## src/design/md4he_pkg.sv

```systemverilog
// ----------------------------------------------------------------------------
// md4he_pkg
// Shared types, constants and step tables for the MD4 hash engine.
// ----------------------------------------------------------------------------
package md4he_pkg;

  localparam logic [31:0] IV_A     = 32'h67452301;
  localparam logic [31:0] IV_B     = 32'hefcdab89;
  localparam logic [31:0] IV_C     = 32'h98badcfe;
  localparam logic [31:0] IV_D     = 32'h10325476;
  localparam logic [31:0] K_ROUND2 = 32'h5a827999;
  localparam logic [31:0] K_ROUND3 = 32'h6ed9eba1;
  localparam logic [7:0]  PAD_MARK = 8'd128;

  localparam int unsigned NUM_STEPS = 48;
  localparam int unsigned NUM_WORDS = 16;
  localparam int unsigned WORD_BYTES = 4;
  // Position at and above which the pad marker leaves no room for the length.
  localparam logic [5:0]  LEN_SLOT  = 6'd56;
  localparam logic [5:0]  LAST_STEP = 6'(NUM_STEPS - 1);

  typedef struct packed {
    logic [7:0] data_byte;
    logic       byte_valid;
    logic       last;
  } md4he_in_t;

  typedef struct packed {
    logic [63:0] digest_low;
    logic [63:0] digest_high;
  } md4he_out_t;

  // Commands from the controller to the datapath.
  typedef struct packed {
    logic       absorb;
    logic       pad;
    logic       len_block;
    logic       step;
    logic [5:0] step_idx;
    logic       add_chain;
    logic       flush;
  } md4he_cmd_t;

  // Status from the datapath to the controller.
  typedef struct packed {
    logic pos_last;
    logic pad_two;
  } md4he_sts_t;

  // Rotate amount for a step: by round and by position within the group of four.
  function automatic logic [4:0] step_shift(input logic [1:0] round, input logic [1:0] k);
    logic [4:0] s;
    s = 5'd3;
    unique case (round)
      2'd0: begin
        unique case (k)
          2'd0: s = 5'd3;
          2'd1: s = 5'd7;
          2'd2: s = 5'd11;
          default: s = 5'd19;
        endcase
      end
      2'd1: begin
        unique case (k)
          2'd0: s = 5'd3;
          2'd1: s = 5'd5;
          2'd2: s = 5'd9;
          default: s = 5'd13;
        endcase
      end
      default: begin
        unique case (k)
          2'd0: s = 5'd3;
          2'd1: s = 5'd9;
          2'd2: s = 5'd11;
          default: s = 5'd15;
        endcase
      end
    endcase
    return s;
  endfunction

  // Message word used by a step.
  function automatic logic [3:0] step_word(input logic [1:0] round, input logic [3:0] j);
    logic [3:0] w;
    unique case (round)
      2'd0:    w = j;
      2'd1:    w = {j[1:0], j[3:2]};
      default: w = {j[0], j[1], j[2], j[3]};
    endcase
    return w;
  endfunction

endpackage

```

## src/design/md4_hash_engine_top.sv

```systemverilog
// ----------------------------------------------------------------------------
// md4_hash_engine_top
// Streaming MD4 message digest engine, one message byte per transaction.
// ----------------------------------------------------------------------------
// The input channel (in_valid, in_stall, in_data) carries one byte per
// transaction with a byte_valid flag and a last flag; a transaction with
// byte_valid low and last high closes a message, including an empty one.
// The output channel (out_valid, out_stall, out_data) carries one 128-bit
// digest per message, split into two little-endian 64-bit halves.
// A byte that neither completes a 64-byte block nor closes the message leaves
// in_stall low. A byte that completes a block holds in_stall high while 48
// MD4 steps run one per cycle on a single step unit and their result is then
// added into the chaining words. Closing a message runs a padding step, the
// compression of each final block, a step that lays out the length block
// when two are needed, and a step that loads the digest register; out_valid
// rises as the digest is loaded.
// The digest sits in an output register: the next message may be absorbed
// while it waits, but that message's digest is not loaded until the
// previous one has been taken. Synchronous reset restores the initial
// chaining words, clears the byte count and drops out_valid.
// ----------------------------------------------------------------------------
module md4_hash_engine_top (
  input  logic                   clk,
  input  logic                   rst_n,
  input  logic                   in_valid,
  output logic                   in_stall,
  input  md4he_pkg::md4he_in_t   in_data,
  output logic                   out_valid,
  input  logic                   out_stall,
  output md4he_pkg::md4he_out_t  out_data
);
  import md4he_pkg::*;

  md4he_cmd_t cmd;
  md4he_sts_t sts;

  md4he_ctrl u_ctrl (
    .clk       (clk),
    .rst_n     (rst_n),
    .in_valid  (in_valid),
    .in_stall  (in_stall),
    .in_data   (in_data),
    .out_valid (out_valid),
    .out_stall (out_stall),
    .sts       (sts),
    .cmd       (cmd)
  );

  md4he_datapath u_datapath (
    .clk      (clk),
    .rst_n    (rst_n),
    .in_data  (in_data),
    .cmd      (cmd),
    .sts      (sts),
    .out_data (out_data)
  );

endmodule

```

## src/design/md4he_ctrl.sv

```systemverilog
// ----------------------------------------------------------------------------
// md4he_ctrl
// Controller: input and output handshakes, compression sequencing, padding.
// ----------------------------------------------------------------------------
module md4he_ctrl (
  input  logic                 clk,
  input  logic                 rst_n,
  input  logic                 in_valid,
  output logic                 in_stall,
  input  md4he_pkg::md4he_in_t in_data,
  output logic                 out_valid,
  input  logic                 out_stall,
  input  md4he_pkg::md4he_sts_t sts,
  output md4he_pkg::md4he_cmd_t cmd
);
  import md4he_pkg::*;

  typedef enum logic [5:0] {
    ST_IDLE  = 6'b000001,
    ST_COMP  = 6'b000010,
    ST_ADD   = 6'b000100,
    ST_PAD   = 6'b001000,
    ST_LEN   = 6'b010000,
    ST_FLUSH = 6'b100000
  } state_t;

  // What follows the running compression.
  typedef enum logic [2:0] {
    KIND_DATA  = 3'b001,
    KIND_PAD1  = 3'b010,
    KIND_FINAL = 3'b100
  } kind_t;

  state_t     state_r, state_nxt;
  kind_t      kind_r, kind_nxt;
  logic [5:0] step_r, step_nxt;
  logic       fin_r, fin_nxt;
  logic       out_valid_r, out_valid_nxt;
  logic       accept;

  assign in_stall  = (state_r != ST_IDLE);
  assign accept    = in_valid && !in_stall;
  assign out_valid = out_valid_r;

  always_comb begin
    state_nxt     = state_r;
    kind_nxt      = kind_r;
    step_nxt      = step_r;
    fin_nxt       = fin_r;
    out_valid_nxt = out_valid_r;
    cmd           = '0;
    cmd.step_idx  = step_r;

    if (out_valid_r && !out_stall) begin
      out_valid_nxt = 1'b0;
    end

    unique case (state_r)
      ST_IDLE: begin
        if (accept) begin
          cmd.absorb = in_data.byte_valid;
          if (in_data.byte_valid && sts.pos_last) begin
            state_nxt = ST_COMP;
            kind_nxt  = KIND_DATA;
            step_nxt  = '0;
            fin_nxt   = in_data.last;
          end else if (in_data.last) begin
            state_nxt = ST_PAD;
          end
        end
      end
      ST_COMP: begin
        cmd.step = 1'b1;
        step_nxt = step_r + 6'd1;
        if (step_r == LAST_STEP) begin
          state_nxt = ST_ADD;
        end
      end
      ST_ADD: begin
        cmd.add_chain = 1'b1;
        unique case (kind_r)
          KIND_DATA:  state_nxt = fin_r ? ST_PAD : ST_IDLE;
          KIND_PAD1:  state_nxt = ST_LEN;
          KIND_FINAL: state_nxt = ST_FLUSH;
          default:    state_nxt = ST_IDLE;
        endcase
      end
      ST_PAD: begin
        cmd.pad   = 1'b1;
        state_nxt = ST_COMP;
        step_nxt  = '0;
        kind_nxt  = sts.pad_two ? KIND_PAD1 : KIND_FINAL;
      end
      ST_LEN: begin
        cmd.len_block = 1'b1;
        state_nxt     = ST_COMP;
        step_nxt      = '0;
        kind_nxt      = KIND_FINAL;
      end
      ST_FLUSH: begin
        // Wait until the previous digest has left the output register.
        if (!out_valid_r) begin
          cmd.flush     = 1'b1;
          out_valid_nxt = 1'b1;
          state_nxt     = ST_IDLE;
        end
      end
      default: state_nxt = ST_IDLE;
    endcase
  end

  always_ff @(posedge clk) begin
    if (!rst_n) begin
      state_r     <= ST_IDLE;
      kind_r      <= KIND_DATA;
      step_r      <= '0;
      fin_r       <= 1'b0;
      out_valid_r <= 1'b0;
    end else begin
      state_r     <= state_nxt;
      kind_r      <= kind_nxt;
      step_r      <= step_nxt;
      fin_r       <= fin_nxt;
      out_valid_r <= out_valid_nxt;
    end
  end

endmodule

```

## src/design/md4he_datapath.sv

```systemverilog
// ----------------------------------------------------------------------------
// md4he_datapath
// Block store, byte counter, chaining words, MD4 step unit and digest register.
// ----------------------------------------------------------------------------
module md4he_datapath (
  input  logic                  clk,
  input  logic                  rst_n,
  input  md4he_pkg::md4he_in_t  in_data,
  input  md4he_pkg::md4he_cmd_t cmd,
  output md4he_pkg::md4he_sts_t sts,
  output md4he_pkg::md4he_out_t out_data
);
  import md4he_pkg::*;

  logic [31:0] blk_r   [NUM_WORDS];
  logic [31:0] blk_nxt [NUM_WORDS];
  logic [31:0] chain_r [4];
  logic [31:0] work_r  [4];
  logic [5:0]  pos_r;
  logic [63:0] cnt_r;
  logic [63:0] bit_len;
  md4he_out_t  out_r;

  logic [1:0]  round;
  logic [3:0]  widx;
  logic [31:0] f_val, k_val, sum, rot;
  logic [63:0] rot_wide;
  logic [4:0]  shamt;

  assign bit_len     = {cnt_r[60:0], 3'b000};
  assign sts.pos_last = (pos_r == 6'd63);
  assign sts.pad_two  = (pos_r >= LEN_SLOT);
  assign out_data    = out_r;

  // Block store update: byte writes, padding and the length block.
  always_comb begin
    logic [5:0] idx;
    for (int w = 0; w < NUM_WORDS; w++) begin
      blk_nxt[w] = blk_r[w];
    end
    for (int w = 0; w < NUM_WORDS; w++) begin
      for (int k = 0; k < WORD_BYTES; k++) begin
        idx = 6'(w * WORD_BYTES + k);
        if (cmd.absorb && idx == pos_r) begin
          blk_nxt[w][k*8 +: 8] = in_data.data_byte;
        end
        if (cmd.pad) begin
          if (idx == pos_r) begin
            blk_nxt[w][k*8 +: 8] = PAD_MARK;
          end else if (idx > pos_r) begin
            blk_nxt[w][k*8 +: 8] = 8'd0;
          end
        end
        if (cmd.len_block) begin
          blk_nxt[w][k*8 +: 8] = 8'd0;
        end
      end
    end
    if ((cmd.pad && pos_r < LEN_SLOT) || cmd.len_block) begin
      blk_nxt[14] = bit_len[31:0];
      blk_nxt[15] = bit_len[63:32];
    end
  end

  // One MD4 step: the register being updated always sits in slot 0, the roles
  // rotate afterwards so that 48 steps leave them in their original places.
  always_comb begin
    round = cmd.step_idx[5:4];
    widx  = step_word(round, cmd.step_idx[3:0]);
    shamt = step_shift(round, cmd.step_idx[1:0]);
    unique case (round)
      2'd0: begin
        f_val = work_r[3] ^ (work_r[1] & (work_r[2] ^ work_r[3]));
        k_val = 32'd0;
      end
      2'd1: begin
        f_val = (work_r[1] & (work_r[2] | work_r[3])) | (work_r[2] & work_r[3]);
        k_val = K_ROUND2;
      end
      default: begin
        f_val = work_r[1] ^ work_r[2] ^ work_r[3];
        k_val = K_ROUND3;
      end
    endcase
    sum      = work_r[0] + f_val + blk_r[widx] + k_val;
    rot_wide = {sum, sum} << shamt;
    rot      = rot_wide[63:32];
  end

  always_ff @(posedge clk) begin
    for (int w = 0; w < NUM_WORDS; w++) begin
      blk_r[w] <= blk_nxt[w];
    end
    if (cmd.step) begin
      work_r[0] <= work_r[3];
      work_r[1] <= rot;
      work_r[2] <= work_r[1];
      work_r[3] <= work_r[2];
    end else begin
      for (int i = 0; i < 4; i++) begin
        work_r[i] <= chain_r[i];
      end
    end
    if (cmd.flush) begin
      out_r.digest_low  <= {chain_r[1], chain_r[0]};
      out_r.digest_high <= {chain_r[3], chain_r[2]};
    end
  end

  always_ff @(posedge clk) begin
    if (!rst_n) begin
      chain_r[0] <= IV_A;
      chain_r[1] <= IV_B;
      chain_r[2] <= IV_C;
      chain_r[3] <= IV_D;
      pos_r      <= '0;
      cnt_r      <= '0;
    end else begin
      if (cmd.add_chain) begin
        for (int i = 0; i < 4; i++) begin
          chain_r[i] <= chain_r[i] + work_r[i];
        end
      end else if (cmd.flush) begin
        chain_r[0] <= IV_A;
        chain_r[1] <= IV_B;
        chain_r[2] <= IV_C;
        chain_r[3] <= IV_D;
      end
      if (cmd.flush) begin
        pos_r <= '0;
        cnt_r <= '0;
      end else if (cmd.absorb) begin
        pos_r <= pos_r + 6'd1;
        cnt_r <= cnt_r + 64'd1;
      end
    end
  end

endmodule
```

## config.mk

```make
export PLATFORM = sky130hd
export DESIGN_NAME = md4_hash_engine_top
export DESIGN_NICKNAME = d
export VERILOG_FILES = /design/src/design/md4he_pkg.sv /design/src/design/md4_hash_engine_top.sv /design/src/design/md4he_ctrl.sv /design/src/design/md4he_datapath.sv
export SDC_FILE = /design/constraint.sdc
export NUM_CORES = 2
export LEC_CHECK = 0
export BUFFER_PORTS_ARGS = -buffer_cell sky130_fd_sc_hd__buf_2
export CAP_MARGIN = 40
export CORE_MARGIN = 2
export CORE_UTILIZATION = 56
export DETAILED_ROUTE_END_ITERATION = 10
export PLACE_DENSITY = 0.76
export SYNTH_ARGS = -nofsm -noshare
export SYNTH_HDL_FRONTEND = slang
export SYNTH_HIERARCHICAL = 1
export SYNTH_SLANG_ARGS = --single-unit
export TNS_END_PERCENT = 10
```

## constraint.sdc

```tcl
create_clock -name clk -period 5.78 [get_ports clk]
set_input_delay 0.578 -clock clk [delete_from_list [all_inputs] [get_ports clk]]
set_output_delay 0.578 -clock clk [all_outputs]
set_load 0.02 [all_outputs]
```

==> summary.md <==
| Metric | Value |
|---|---|
| Clock skew | 0.0385 ns |
| Max Cap Viol | 0 |
| CP Class | reg -> reg |
| CORE AREA | 94900 sq um |
| Final setup fails | 0 |
| Worst-path clk slew | 0.07 ns |
| Post-synthesis async set-or-reset flop share | 0% |
| Placed cell areas | 57700 sq um |
| Root buffer cell | clkbuf_16 |
| I/O pins | 144 |
| CTS Buf Count | 102 |
| Commonest non-fill, non-tap cells in the layout | nand2_1, dfxtp_1, a21oi_1, nor2_1, buf_4 |
| Layout cell share with drive strength beyond 1 | 17.9% |
| Min-delay src | in_data[0] |
| Lkg Pwr | 24.8 nW |
| Post-DP HPWL | 132000 um |
| Drt first pass iters | 6 |
| Sink Count | 980 |
| Vias in the first global route | 45277 |
| Die span in y | 313 um |
| Largest net degree at the start of global routing | 151 |
| CTS tree | built |
| Startpoint Class | flop |
| Std-Cell Rows | 113 |
| Via count | 47568 |
| Reg-to-reg startpoint | u_ctrl/step_r[4]$_SDFFE_PN0P_ |
| Dpl cells | 7346 |
| Worst-path fanout max | 7 |
| DRC | 0 |
| Ys flop type | dfxtp_1 |
| Port Buf Inserts | 143 |
| Critical path startpoint | u_ctrl/step_r[4]$_SDFFE_PN0P_ |
| Commonest non-fill, non-tap cell in the layout | nand2_1 |
| Initial Util | 56.4% |
| Hold Fails Final Rpt | 0 |
| Initial antenna violation count | 2 |
| Slew HR | 32.4% |
| Die ar. | 98000 sq um |
| First-pass GRT wire length | 272000 um |
| Run status | complete, no violations |
| Routability cong. | 0.995 |
| # diodes | 0 |
| Sequential area share after synthesis | 40.4% |
| Yosys cell types | 104 |
| Die Width | 313 um |
| Min-Delay Path Class | in -> reg |
| Synth Register Bits | 980 |
| Fmax achieved | 0.174 GHz |
| Min cycle time layout | 5.76 ns |
| WL final | 182000 um |
| Total track usage | 35.9% |
| Final nets | 6538 |
| Max-slew violation count | 0 |
| Area of the multi-input gates | 30500 sq um |
| Routed Antenna Nets | 0 |
| RSZ-0062 raised after global routing | yes |
| Syn. warnings | 6 |
| Fin cells | 7580 |
| Maximum VDD drop | 0.310 mV |
| Vias per inst | 6.28 |
| Post-synth EDFFs | 200 |
| Syn avg cell area | 9.08 sq um |
| Worst slew pin tran | 1.01 ns |
| WP data arrival | 6.34 ns |
| Syn nets | 6198 |
| Critical Path RT | 6.36 ns |
| Clock Latency Late Sink | 0.71 ns |
| Final instance area | 62300 sq um |
| Global route overflow | 0 |
| Element type at the critical path end | flop |
| Routed wire length per instance | 24.0 um |
| First DRT Iteration DRCs | 5360 |
| Post-Syn Area | 53500 sq um |
| Area Growth Syn to Fin | 16.4% |
| Number of fill cells | 7556 |
| Post-Synthesis Cells | 5894 |
| Tcrit/Tclk final | 99.7% |
| Largest buffer count on any clock path | 3 |
| Register area | 21600 sq um |
| Htree depth | 3 |
| Power per cell area | 331 nW/um^2 |
-- metal layers --
layer	vias to the layer above	global-route usage [%]	share of wire, %
li1	21516	-	-
met1	22754	43.8	37
met2	2623	59.4	47
met3	673	5.33	8.3
met4	2	23.6	7.6
met5	-	0	0.0071
-- per-stage QoR --
step / setup TNS, ns / power (mW) / util, % / setup slack (ns) / hold WS [ns]
final: 0 / 20.6 / 65.7 / 0.0200 / 0.175
after global routing: -2.44 / 21.4 / 65.7 / -0.180 / 0.170
after CTS: 0 / 20.1 / 64.7 / 0.00152 / 0.147
after detailed placement: -0.621 / 13.1 / 60.8 / -0.125 / 0.445
after global placement: -0.420 / 13.0 / 60.6 / -0.0674 / 0.438
after floorplan: 0 / 10.7 / - / 0.00110 / 0.433
-- report_power, final --
group | switching (mW) | internal [mW] | total (mW) | leakage (nW)
registers | 0.273 | 7.29 | 7.57 | 8.02
clock network | 2.93 | 4.01 | 6.94 | 1.70
logic | 3.41 | 2.72 | 6.13 | 15.1
total | 6.61 | 14.0 | 20.6 | 24.8
-- path summary, 6_finish.rpt --
kind         slack, ns                                 to  cells past startpoint
max               0.02    u_datapath/work_r[1][7]$_DFF_P_                     23
min reg2reg       0.45  u_datapath/blk_r[8][5]$_SDFF_PP0_                      2
min               0.17          u_ctrl/fin_r$_SDFFE_PN0P_                      3
max reg2reg       0.02    u_datapath/work_r[1][7]$_DFF_P_                     23
-- worst max-delay path, cell delays in order (launching register included) --
cell and delay, ns:
dfxtp_4 0.37, mux2i_4 0.24, o21a_4 0.25, buf_12 0.17
buf_6 0.10, mux4_2 0.50, mux2i_2 0.22, a21oi_2 0.11
fa_2 0.38, fa_2 0.60, ha_4 0.20, o211ai_1 0.23
o211a_1 0.21, o21ai_2 0.08, o31ai_2 0.20, buf_4 0.17
o21ai_4 0.06, a221o_2 0.42, a21o_1 0.23, xor2_2 0.17
a31oi_1 0.21, buf_4 0.17, a21oi_2 0.05, mux2_4 0.26
-- Yosys cell counts (78+ instances only) --
| cell | count | area share (%) |
|---|---|---|
| nand3_1 | 204 | 1.9 |
| nor2b_1 | 78 | 0.91 |
| nand2_1 | 850 | 6.0 |
| edfxtp_1 | 200 | 11 |
| dfxtp_1 | 780 | 29 |
| nor3_1 | 80 | 0.75 |
| nor2_1 | 474 | 3.3 |
| inv_1 | 223 | 1.6 |
| xnor2_1 | 155 | 2.5 |
| mux4_2 | 124 | 5.2 |
| mux2_2 | 129 | 2.7 |
| a21oi_1 | 627 | 5.9 |
| ha_1 | 231 | 5.4 |
| o21ai_0 | 326 | 3.0 |
| xor2_1 | 82 | 1.3 |
| mux2i_1 | 233 | 4.4 |
| a21o_1 | 103 | 1.4 |
| clkbuf_1 | 250 | 1.8 |
-- final cells by class --
class / instances / area share, %
inverters: 224 / 1.36
clock inverters: 49 / 1.03
flip-flops and latches: 980 / 34.7
clock buffers: 136 / 4.61
repair inverters: 1 / 0.00803
well taps: 1265 / 2.54
multi-input cells: 4376 / 49.0
repair buffers: 549 / 6.79
-- logic make-up after synthesis --
| family | count (synthesis) | share of synthesized area [%] |
|---|---|---|
| and+or+nand+nor | 1940 | 16.0 |
| muxes | 491 | 12.5 |
| DFF | 980 | 40.4 |
| xor gates and xnor gates | 238 | 3.93 |
| buffers and inverters | 538 | 3.84 |
| adders and majority gates | 290 | 7.61 |
| AOI/OAI and AO/OA | 1417 | 15.7 |
-- state kept, by name, indices dropped and copies added (netlist names) --
signal	flops
u_ctrl/kind_r	3
u_datapath/work_r	128
u_datapath/chain_r	128
u_ctrl/state_r	6
u_datapath/blk_r	512
u_datapath/out_data	128
u_datapath/cnt_r	61
u_ctrl/step_r	6
u_ctrl/out_valid	1
u_ctrl/fin_r	1
u_datapath/pos_r	6
-- timing repair --
item,CTS,global route
gates cloned,0,4
setup buffers,9,36
gates resized for setup,30,112
hold buffers,0,0
setup endpoints to repair,25,32
pin swaps,13,61
Note: power is estimated with default switching activity, not from simulation.
